**src/hdl/stc_pkg.sv**
```systemverilog
`default_nettype none
// ----------------------------------------------------------------------------
// stc_pkg
// Shared constants, codes and controller/datapath interface types for the
// sprite tile slot cache.
// ----------------------------------------------------------------------------
package stc_pkg;

  localparam int SLOT_COUNT_DEF = 24;

  localparam int KEY_W    = 16;
  localparam int SLOT_W   = 5;
  localparam int STATUS_W = 2;
  localparam int COUNT_W  = 16;
  localparam int OP_W     = 2;

  localparam logic [KEY_W-1:0] TAG_INVALID = 16'hFFFF;

  // opcodes
  localparam logic [OP_W-1:0] OP_LOOKUP     = 2'd0;
  localparam logic [OP_W-1:0] OP_NEW_FRAME  = 2'd1;
  localparam logic [OP_W-1:0] OP_INVALIDATE = 2'd2;
  localparam logic [OP_W-1:0] OP_FULL_CLEAR = 2'd3;

  // result status codes
  localparam logic [STATUS_W-1:0] ST_HIT   = 2'd0;
  localparam logic [STATUS_W-1:0] ST_ALLOC = 2'd1;
  localparam logic [STATUS_W-1:0] ST_FULL  = 2'd2;

  typedef struct packed {
    logic accept_lookup;  // latch key, restart scan and probe counters
    logic clr_used;
    logic inval;
    logic clr_ptr;
    logic scan_en;
    logic probe_en;
    logic load_out;
  } stc_cmd_t;

  typedef struct packed {
    logic hit;
    logic scan_miss;
    logic alloc;
    logic full;
    logic out_free;
  } stc_sts_t;

endpackage
`default_nettype wire

```
**src/hdl/stc_ctrl.sv**
```systemverilog
`default_nettype none
// ----------------------------------------------------------------------------
// stc_ctrl
// Sequencer for the slot cache: accepts a word; a lookup runs the tag scan,
// then the victim probe on a miss, then hands the result to the output register.
// ----------------------------------------------------------------------------
module stc_ctrl (
  input  wire logic                    clk,
  input  wire logic                    rst_n,
  input  wire logic                    in_valid,
  input  wire logic [stc_pkg::OP_W-1:0] in_opcode,
  output logic                         in_stall,
  input  wire stc_pkg::stc_sts_t       sts,
  output stc_pkg::stc_cmd_t            cmd
);

  typedef enum logic [3:0] {
    S_IDLE    = 4'b0001,
    S_SCAN    = 4'b0010,
    S_PROBE   = 4'b0100,
    S_DELIVER = 4'b1000
  } state_t;

  state_t state_r, state_nxt;

  always_ff @(posedge clk) begin
    if (!rst_n) begin
      state_r <= S_IDLE;
    end else begin
      state_r <= state_nxt;
    end
  end

  assign in_stall = (state_r != S_IDLE);

  always_comb begin
    state_nxt = state_r;
    cmd       = '0;
    unique case (state_r)
      S_IDLE: begin
        if (in_valid) begin
          unique case (in_opcode)
            stc_pkg::OP_LOOKUP: begin
              cmd.accept_lookup = 1'b1;
              state_nxt         = S_SCAN;
            end
            stc_pkg::OP_NEW_FRAME: begin
              cmd.clr_used = 1'b1;
            end
            stc_pkg::OP_INVALIDATE: begin
              cmd.inval = 1'b1;
            end
            stc_pkg::OP_FULL_CLEAR: begin
              cmd.inval    = 1'b1;
              cmd.clr_used = 1'b1;
              cmd.clr_ptr  = 1'b1;
            end
            default: ;
          endcase
        end
      end
      S_SCAN: begin
        cmd.scan_en = 1'b1;
        if (sts.hit) begin
          state_nxt = S_DELIVER;
        end else if (sts.scan_miss) begin
          state_nxt = S_PROBE;
        end
      end
      S_PROBE: begin
        cmd.probe_en = 1'b1;
        if (sts.alloc || sts.full) begin
          state_nxt = S_DELIVER;
        end
      end
      S_DELIVER: begin
        if (sts.out_free) begin
          cmd.load_out = 1'b1;
          state_nxt    = S_IDLE;
        end
      end
      default: begin
        state_nxt = S_IDLE;
      end
    endcase
  end

endmodule
`default_nettype wire

```
**src/hdl/stc_dp.sv**
```systemverilog
`default_nettype none
// ----------------------------------------------------------------------------
// stc_dp
// Slot cache datapath: tag memory with registered read, valid/used bits,
// victim pointer, upload counter and the output register.
// ----------------------------------------------------------------------------
module stc_dp #(
  parameter int SLOT_COUNT = stc_pkg::SLOT_COUNT_DEF
) (
  input  wire logic                          clk,
  input  wire logic                          rst_n,
  input  wire logic [stc_pkg::KEY_W-1:0]     in_key_top,
  input  wire logic [stc_pkg::KEY_W-1:0]     in_key_bottom,
  input  wire stc_pkg::stc_cmd_t             cmd,
  output stc_pkg::stc_sts_t                  sts,
  output logic                               out_valid,
  input  wire logic                          out_stall,
  output logic [stc_pkg::SLOT_W-1:0]         out_slot_index,
  output logic [stc_pkg::STATUS_W-1:0]       out_status,
  output logic [stc_pkg::COUNT_W-1:0]        out_upload_count
);

  localparam int IDX_W = (SLOT_COUNT > 1) ? $clog2(SLOT_COUNT) : 1;
  localparam int TAG_W = 2 * stc_pkg::KEY_W;
  localparam logic [IDX_W-1:0] LAST_IDX = IDX_W'(SLOT_COUNT - 1);

  // tag memory: {top, bottom}; entries without valid bit read as invalid tags
  logic [TAG_W-1:0] tag_mem [SLOT_COUNT];
  logic [TAG_W-1:0] rd_data_r;

  logic [SLOT_COUNT-1:0] valid_r;
  logic [SLOT_COUNT-1:0] used_r;

  logic [stc_pkg::KEY_W-1:0] key_top_r;
  logic [stc_pkg::KEY_W-1:0] key_bot_r;

  logic [IDX_W-1:0] rd_idx_r;
  logic [IDX_W-1:0] cmp_idx_r;
  logic             cmp_vld_r;
  logic [IDX_W-1:0] probe_cnt_r;
  logic [IDX_W-1:0] ptr_r;
  logic [stc_pkg::COUNT_W-1:0] cnt_r;

  logic [IDX_W-1:0]             res_idx_r;
  logic [stc_pkg::STATUS_W-1:0] res_status_r;

  logic                          out_valid_r;
  logic [stc_pkg::SLOT_W-1:0]    out_slot_r;
  logic [stc_pkg::STATUS_W-1:0]  out_status_r;
  logic [stc_pkg::COUNT_W-1:0]   out_count_r;

  logic [stc_pkg::KEY_W-1:0] eff_top;
  logic [stc_pkg::KEY_W-1:0] eff_bot;
  logic match;
  logic hit;
  logic scan_miss;
  logic slot_free;
  logic alloc;
  logic full;
  logic [IDX_W-1:0] ptr_inc;

  // compare stage looks at the slot read in the previous cycle
  assign eff_top = valid_r[cmp_idx_r] ? rd_data_r[TAG_W-1:stc_pkg::KEY_W]
                                      : stc_pkg::TAG_INVALID;
  assign eff_bot = valid_r[cmp_idx_r] ? rd_data_r[stc_pkg::KEY_W-1:0]
                                      : stc_pkg::TAG_INVALID;
  assign match     = (eff_top == key_top_r) && (eff_bot == key_bot_r);
  assign hit       = cmd.scan_en && cmp_vld_r && match;
  assign scan_miss = cmd.scan_en && cmp_vld_r && !match && (cmp_idx_r == LAST_IDX);

  assign slot_free = !used_r[ptr_r];
  assign alloc     = cmd.probe_en && slot_free;
  assign full      = cmd.probe_en && !slot_free && (probe_cnt_r == LAST_IDX);
  assign ptr_inc   = (ptr_r == LAST_IDX) ? '0 : ptr_r + 1'b1;

  assign sts.hit       = hit;
  assign sts.scan_miss = scan_miss;
  assign sts.alloc     = alloc;
  assign sts.full      = full;
  assign sts.out_free  = !out_valid_r || !out_stall;

  always_ff @(posedge clk) begin
    if (alloc) begin
      tag_mem[ptr_r] <= {key_top_r, key_bot_r};
    end
    rd_data_r <= tag_mem[rd_idx_r];
  end

  always_ff @(posedge clk) begin
    if (cmd.accept_lookup) begin
      key_top_r <= in_key_top;
      key_bot_r <= in_key_bottom;
    end
    if (hit) begin
      res_idx_r    <= cmp_idx_r;
      res_status_r <= stc_pkg::ST_HIT;
    end else if (alloc) begin
      res_idx_r    <= ptr_r;
      res_status_r <= stc_pkg::ST_ALLOC;
    end else if (full) begin
      res_idx_r    <= '0;
      res_status_r <= stc_pkg::ST_FULL;
    end
    if (cmd.load_out) begin
      out_slot_r   <= stc_pkg::SLOT_W'(res_idx_r);
      out_status_r <= res_status_r;
      out_count_r  <= cnt_r;
    end
  end

  always_ff @(posedge clk) begin
    if (!rst_n) begin
      valid_r     <= '0;
      used_r      <= '0;
      ptr_r       <= '0;
      cnt_r       <= '0;
      rd_idx_r    <= '0;
      cmp_idx_r   <= '0;
      cmp_vld_r   <= 1'b0;
      probe_cnt_r <= '0;
      out_valid_r <= 1'b0;
    end else begin
      if (cmd.inval) begin
        valid_r <= '0;
      end else if (alloc) begin
        valid_r[ptr_r] <= 1'b1;
      end

      if (cmd.clr_used) begin
        used_r <= '0;
      end else if (hit) begin
        used_r[cmp_idx_r] <= 1'b1;
      end else if (alloc) begin
        used_r[ptr_r] <= 1'b1;
      end

      if (cmd.clr_ptr) begin
        ptr_r <= '0;
      end else if (cmd.probe_en) begin
        ptr_r <= ptr_inc;
      end

      if (alloc) begin
        cnt_r <= cnt_r + 1'b1;
      end

      if (cmd.accept_lookup) begin
        rd_idx_r    <= '0;
        cmp_vld_r   <= 1'b0;
        probe_cnt_r <= '0;
      end else begin
        if (cmd.scan_en) begin
          // read index parks on the last slot; the scan leaves before reuse
          rd_idx_r  <= (rd_idx_r == LAST_IDX) ? rd_idx_r : rd_idx_r + 1'b1;
          cmp_idx_r <= rd_idx_r;
          cmp_vld_r <= 1'b1;
        end
        if (cmd.probe_en) begin
          probe_cnt_r <= probe_cnt_r + 1'b1;
        end
      end

      if (cmd.load_out) begin
        out_valid_r <= 1'b1;
      end else if (!out_stall) begin
        out_valid_r <= 1'b0;
      end
    end
  end

  assign out_valid        = out_valid_r;
  assign out_slot_index   = out_slot_r;
  assign out_status       = out_status_r;
  assign out_upload_count = out_count_r;

endmodule
`default_nettype wire

```
**src/hdl/sprite_tile_slot_cache.sv**
```systemverilog
`default_nettype none
// ----------------------------------------------------------------------------
// sprite_tile_slot_cache
// Fully associative tile-pair slot cache with rotating victim allocation.
//
//   channel | direction | handshake           | payload
//   in_     | input     | in_valid / in_stall | opcode, key_top, key_bottom
//   out_    | output    | out_valid/out_stall | slot_index, status, upload_count
//
// Non-lookup words complete in the cycle they are accepted, with no result.
// A lookup scans the slots in order until a tag matches; on a miss it probes
// victims from the pointer until a free slot is found or every slot is used.
// The single read port of the tag memory sets the one-slot-per-cycle scan.
// Synchronous reset: all tags invalid, used marks, pointer and counter cleared.
// in_stall is high while a lookup is in flight. out_stall holds the result
// register and a finished lookup; a new word is taken while a result waits.
// ----------------------------------------------------------------------------
module sprite_tile_slot_cache #(
  parameter int SLOT_COUNT = stc_pkg::SLOT_COUNT_DEF
) (
  input  wire logic                          clk,
  input  wire logic                          rst_n,
  input  wire logic                          in_valid,
  output logic                               in_stall,
  input  wire logic [stc_pkg::OP_W-1:0]      in_opcode,
  input  wire logic [stc_pkg::KEY_W-1:0]     in_key_top,
  input  wire logic [stc_pkg::KEY_W-1:0]     in_key_bottom,
  output logic                               out_valid,
  input  wire logic                          out_stall,
  output logic [stc_pkg::SLOT_W-1:0]         out_slot_index,
  output logic [stc_pkg::STATUS_W-1:0]       out_status,
  output logic [stc_pkg::COUNT_W-1:0]        out_upload_count
);

  stc_pkg::stc_cmd_t cmd;
  stc_pkg::stc_sts_t sts;

  stc_ctrl u_ctrl (
    .clk       (clk),
    .rst_n     (rst_n),
    .in_valid  (in_valid),
    .in_opcode (in_opcode),
    .in_stall  (in_stall),
    .sts       (sts),
    .cmd       (cmd)
  );

  stc_dp #(
    .SLOT_COUNT (SLOT_COUNT)
  ) u_dp (
    .clk              (clk),
    .rst_n            (rst_n),
    .in_key_top       (in_key_top),
    .in_key_bottom    (in_key_bottom),
    .cmd              (cmd),
    .sts              (sts),
    .out_valid        (out_valid),
    .out_stall        (out_stall),
    .out_slot_index   (out_slot_index),
    .out_status       (out_status),
    .out_upload_count (out_upload_count)
  );

`ifndef SYNTHESIS
  // a lookup word closes the input until its result is loaded
  a_lookup_holds_input: assert property (@(posedge clk) disable iff (!rst_n)
    in_valid && !in_stall && (in_opcode == stc_pkg::OP_LOOKUP) |=> in_stall)
    else $error("input reopened right after a lookup");

  a_load_sets_valid: assert property (@(posedge clk) disable iff (!rst_n)
    cmd.load_out |=> out_valid)
    else $error("result load did not raise out_valid");

  a_full_slot_zero: assert property (@(posedge clk) disable iff (!rst_n)
    out_valid && (out_status == stc_pkg::ST_FULL) |-> (out_slot_index == '0))
    else $error("no-free-slot result with nonzero slot");

  a_status_code: assert property (@(posedge clk) disable iff (!rst_n)
    out_valid |-> (out_status == stc_pkg::ST_HIT) || (out_status == stc_pkg::ST_ALLOC) ||
                  (out_status == stc_pkg::ST_FULL))
    else $error("bad result status");
`endif

endmodule
`default_nettype wire
```
**config.mk**
```make
export PLATFORM = sky130hd
export DESIGN_NAME = sprite_tile_slot_cache
export DESIGN_NICKNAME = d
export VERILOG_FILES = /design/src/hdl/stc_pkg.sv /design/src/hdl/stc_ctrl.sv /design/src/hdl/stc_dp.sv /design/src/hdl/sprite_tile_slot_cache.sv
export SDC_FILE = /design/constraint.sdc
export NUM_CORES = 1
export LEC_CHECK = 0
export ABC_AREA = 1
export BUFFER_PORTS_ARGS = -buffer_cell sky130_fd_sc_hd__buf_2
export CORE_MARGIN = 2
export CORE_UTILIZATION = 40
export CTS_CLUSTER_DIAMETER = 80
export DETAILED_ROUTE_END_ITERATION = 12
export REMOVE_ABC_BUFFERS = 1
export SLEW_MARGIN = 10
export SYNTH_ARGS = -nofsm -noshare
export SYNTH_HDL_FRONTEND = slang
export SYNTH_SLANG_ARGS = --single-unit
```
**constraint.sdc**
```tcl
create_clock -name clk -period 7.6 [get_ports clk]
set_clock_uncertainty 0.05 [all_clocks]
set_input_delay 0.76 -clock clk [delete_from_list [all_inputs] [get_ports clk]]
set_output_delay 0.76 -clock clk [all_outputs]
set_load 0.05 [all_outputs]
```
==> flow_summary.toml <==
[clocking]
cts_root_buffer = "clkbuf_16"
cts_hold_buf = 0
cts_buffers = 100
cts_tree = "built"
insertion_delay_ps = 680
h-tree-depth = 3
cts_resized = 0
clk_pin_slew_ps = 60
clockBufferDepth = 3
cts_setup_buffers = 0
clock_sinks = 952

[run]
max-cap-violations = 0

[power]
p_total_mw = 10.9
internal_power_mw = 8.41
switchingPower_mw = 2.47
p_comb_share_pct = 5.1
p_clk_share_pct = 42.2
p_seq_share_pct = 52.7
p_per_area_nw_per_um2 = 252
power.leakage_nw = 14.8
ir_drop_mv = 0.207
switching_share_pct = 22.7

[sta]
drv_slew = 0
relSlewSlack_pct = 24.4
finalHoldViolCount = 0
period_needed_ps = 3950
min_period_over_period_pct = 52.0
max_freq_ghz = 0.253
rsz0062_at_grt = "no"
finalSetupViolCount = 0
tightestPinTransition_ps = 1130

[floorplanning]
io_pins = 63
core_area_um2 = 94600
die_area_um2 = 97600
initial_utilization_pct = 40.2
fp.dieW_um = 312
rows = 113
die_h_um = 312

[global_routing]
grt_overflow = 0
track_usage_pct = 20.4
grt_max_degree = 194
grt_pass1_vias = 24300
grt_pass1_wl_um = 152000
antenna_found_initial = 1

[routing]
viasPerCell = 5.44
num_vias = 25200
wl_per_cell_um = 21.8
firstDrtPassIters = 6
drc = 0
ant_nets = 0
drt-total-wl_um = 101000
drtIter0Drc = 2639

[critical_path]
crit_slowest_cell = "dfxtp_1"
start_kind = "register"
cp_cell_sequence = "nand2_2 > nor2_1 > a21oi_1 > nand2_1 > nand2_1 > nand2_1 > inv_2 > nand2_8 > nand2_1 > xnor2_1 > nand3_1 > nor2_1 > nand2_2 > nor2_8 > nand2_2 > nand3_1"
crit_type = "reg -> reg"
rrSetupSlack_ps = 3650
cpPeakStageDelay_ps = 710
cp_max_fo = 62
critPathCaptureType = "register"
critPathArrivalTime_ps = 4250
reg2reg_to = "u_dp.res_idx_r[1]"
critPathMostFrequentCell = "nand2_1"
reg2regPathDepth = 16
crit_required_ps = 7900
timing.rr.start = "u_dp.cmp_idx_r[0]"

[worst_hold_path]
holdCritPathClass = "in -> reg"
holdPathStages = 1
worstHoldEndpoint = "u_dp.key_top_r[10]"
hp-start = "in_key_top[10]"

[place]
gp_congestion = 0.889
placed_cell_area_um2 = 40100
portBuffers = 62
hpwl_um = 55300
dpl.cell_count = 4438

[final_layout]
nets = 3320
antenna_cells = 0
fin_cells = 4623
final_cell_area_um2 = 43100
layout-area-overhead-vs-synth_pct = 13.4
drive_gt1_share_pct = 10.7
fin_util_pct = 45.6

[synthesis]
yosysWarnings = 0
synth_edf_count = 828
synth_top_cell_area_share_pct = 65.4
synth_common_cells = "828 x edfxtp_1, 504 x nor2_1, 447 x o21ai_0"
syn_area_per_cell_um2 = 11.8
syn-cell-area_um2 = 38000
synth_seq_area_share_pct = 71.9
synthArstFlopShare_pct = 0
yosys.area.top_type = "edfxtp_1"
ys_seq_elements = 952
yosys_most_used_dff = "edfxtp_1"
syn_inst = 3220
ys_top_cells_by_area = "edfxtp_1 65%, dfxtp_1 6.5%, o21ai_0 5.9%"
yosysUniqueCellTypes = 44
yosysMostFrequentCell = "edfxtp_1"

[run_status]
outcome = "complete, no violations"
==> critical path, delay by kind of cell (launching register included) <==
family / cells / cell delay, ps
DFF: 1 / 710
AOI/OAI and AO/OA: 1 / 50
buffers and inverters: 1 / 60
xor gates and xnor gates: 1 / 360
and+or+nand+nor: 13 / 2330
==> per-stage QoR <==
| step | TNS (ps) | worst slack, ps | hold WS, ps |
|---|---|---|---|
| after floorplan | -245680 | -7260 | 350 |
| after global placement | 0 | 3790 | 378 |
| after detailed placement | 0 | 3720 | 368 |
| after CTS | 0 | 3710 | 172 |
| after global routing | 0 | 3300 | 184 |
| final | 0 | 3650 | 202 |
==> flip-flops by register name (all words and copies together), names as in the netlist, 2 cells and up <==
name                   cells
u_dp.probe_cnt_r           5
u_dp.rd_data_r            32
u_dp.tag_mem             768
u_dp.res_idx_r             5
u_dp.cmp_idx_r             5
u_dp.key_top_r            16
u_dp.used_r               24
u_dp.res_status_r          2
u_dp.out_upload_count     16
u_dp.rd_idx_r              5
u_dp.ptr_r                 5
u_dp.cnt_r                16
u_dp.valid_r              24
u_dp.out_status            2
u_dp.out_slot_index        5
u_dp.key_bot_r            16
u_ctrl.state_r             4
==> power groups by stage <==
stage | sequential, mW | combinational, mW | clock [mW]
2_1_floorplan | 5.88 | 0.315 | 0
3_3_place_gp | 5.84 | 0.554 | 0
3_5_place_dp | 5.84 | 0.556 | 0
4_1_cts | 5.73 | 0.558 | 4.66
5_1_grt | 5.73 | 0.624 | 4.87
6_report | 5.73 | 0.557 | 4.59
==> cell type report <==
class                   count  area (µm²)
clock buffers             131        2720
clock inverters            54         354
fillers                  8543       51500
inverters                 224         865
multi-input cells        1860        9260
flip-flops and latches    952       27400
well taps                1265        1580
repair buffers            137         991
==> per-layer routing <==
layer,GRT usage (%),share of wire [%],up-vias
met5,0,0.0079,-
li1,-,-,11600
met1,28.7,44,12500
met4,6.85,2.7,2
met3,3.11,6.7,152
met2,32.6,47,861
==> worst max-delay path by stage <==
stage	startpoint	end	slack (ps)	depth (start not counted)
floorplan	u_dp.rd_idx_r[0]	u_dp.rd_data_r[30]	-7260	7
global placement	u_dp.cmp_idx_r[0]	u_dp.res_idx_r[3]	3790	16
detailed placement	u_dp.cmp_idx_r[0]	u_dp.res_idx_r[3]	3720	16
CTS	u_dp.cmp_idx_r[0]	u_dp.res_idx_r[3]	3710	16
global route	u_dp.cmp_idx_r[0]	u_dp.res_idx_r[1]	3300	16
finish	u_dp.cmp_idx_r[0]	u_dp.res_idx_r[1]	3650	16
==> cell families after synthesis <==
family                     count (synthesis)  synth area share, %
xor gates and xnor gates                   4                0.112
AOI/OAI and AO/OA                        777                 11.5
and+or+nand+nor                         1072                 12.0
buffers and inverters                    408                 4.29
DFF                                      952                 71.9
adders and majority gates                  7                0.230
==> cells in the final DEF, fill, tap and decap left out, types with 3 or more instances in the layout <==
cell type | netlist | layout
nand3_1 | 157 | 157
nor3_1 | 18 | 13
inv_6 | 1 | 3
clkbuf_16 | 0 | 102
buf_12 | 0 | 3
clkbuf_8 | 0 | 6
nand2_2 | 6 | 6
o21a_1 | 21 | 21
nand3_2 | 27 | 27
o211ai_1 | 22 | 22
edfxtp_1 | 828 | 828
o21ai_0 | 447 | 447
clkbuf_1 | 158 | 23
buf_16 | 0 | 4
nor2_1 | 504 | 482
nor2_4 | 1 | 22
clkinv_2 | 0 | 20
nand4_1 | 9 | 9
inv_2 | 3 | 5
nand3b_1 | 8 | 8
inv_1 | 216 | 212
buf_2 | 7 | 62
clkinv_1 | 3 | 26
o22ai_1 | 150 | 150
nand2_1 | 327 | 327
o221ai_1 | 47 | 47
nor3_2 | 1 | 6
inv_8 | 0 | 3
buf_4 | 0 | 68
and2_1 | 3 | 3
nor3b_1 | 5 | 5
ha_1 | 7 | 7
dfxtp_2 | 0 | 3
dfxtp_1 | 124 | 119
a21oi_1 | 82 | 81
Note: power is estimated with default switching activity, not from simulation.
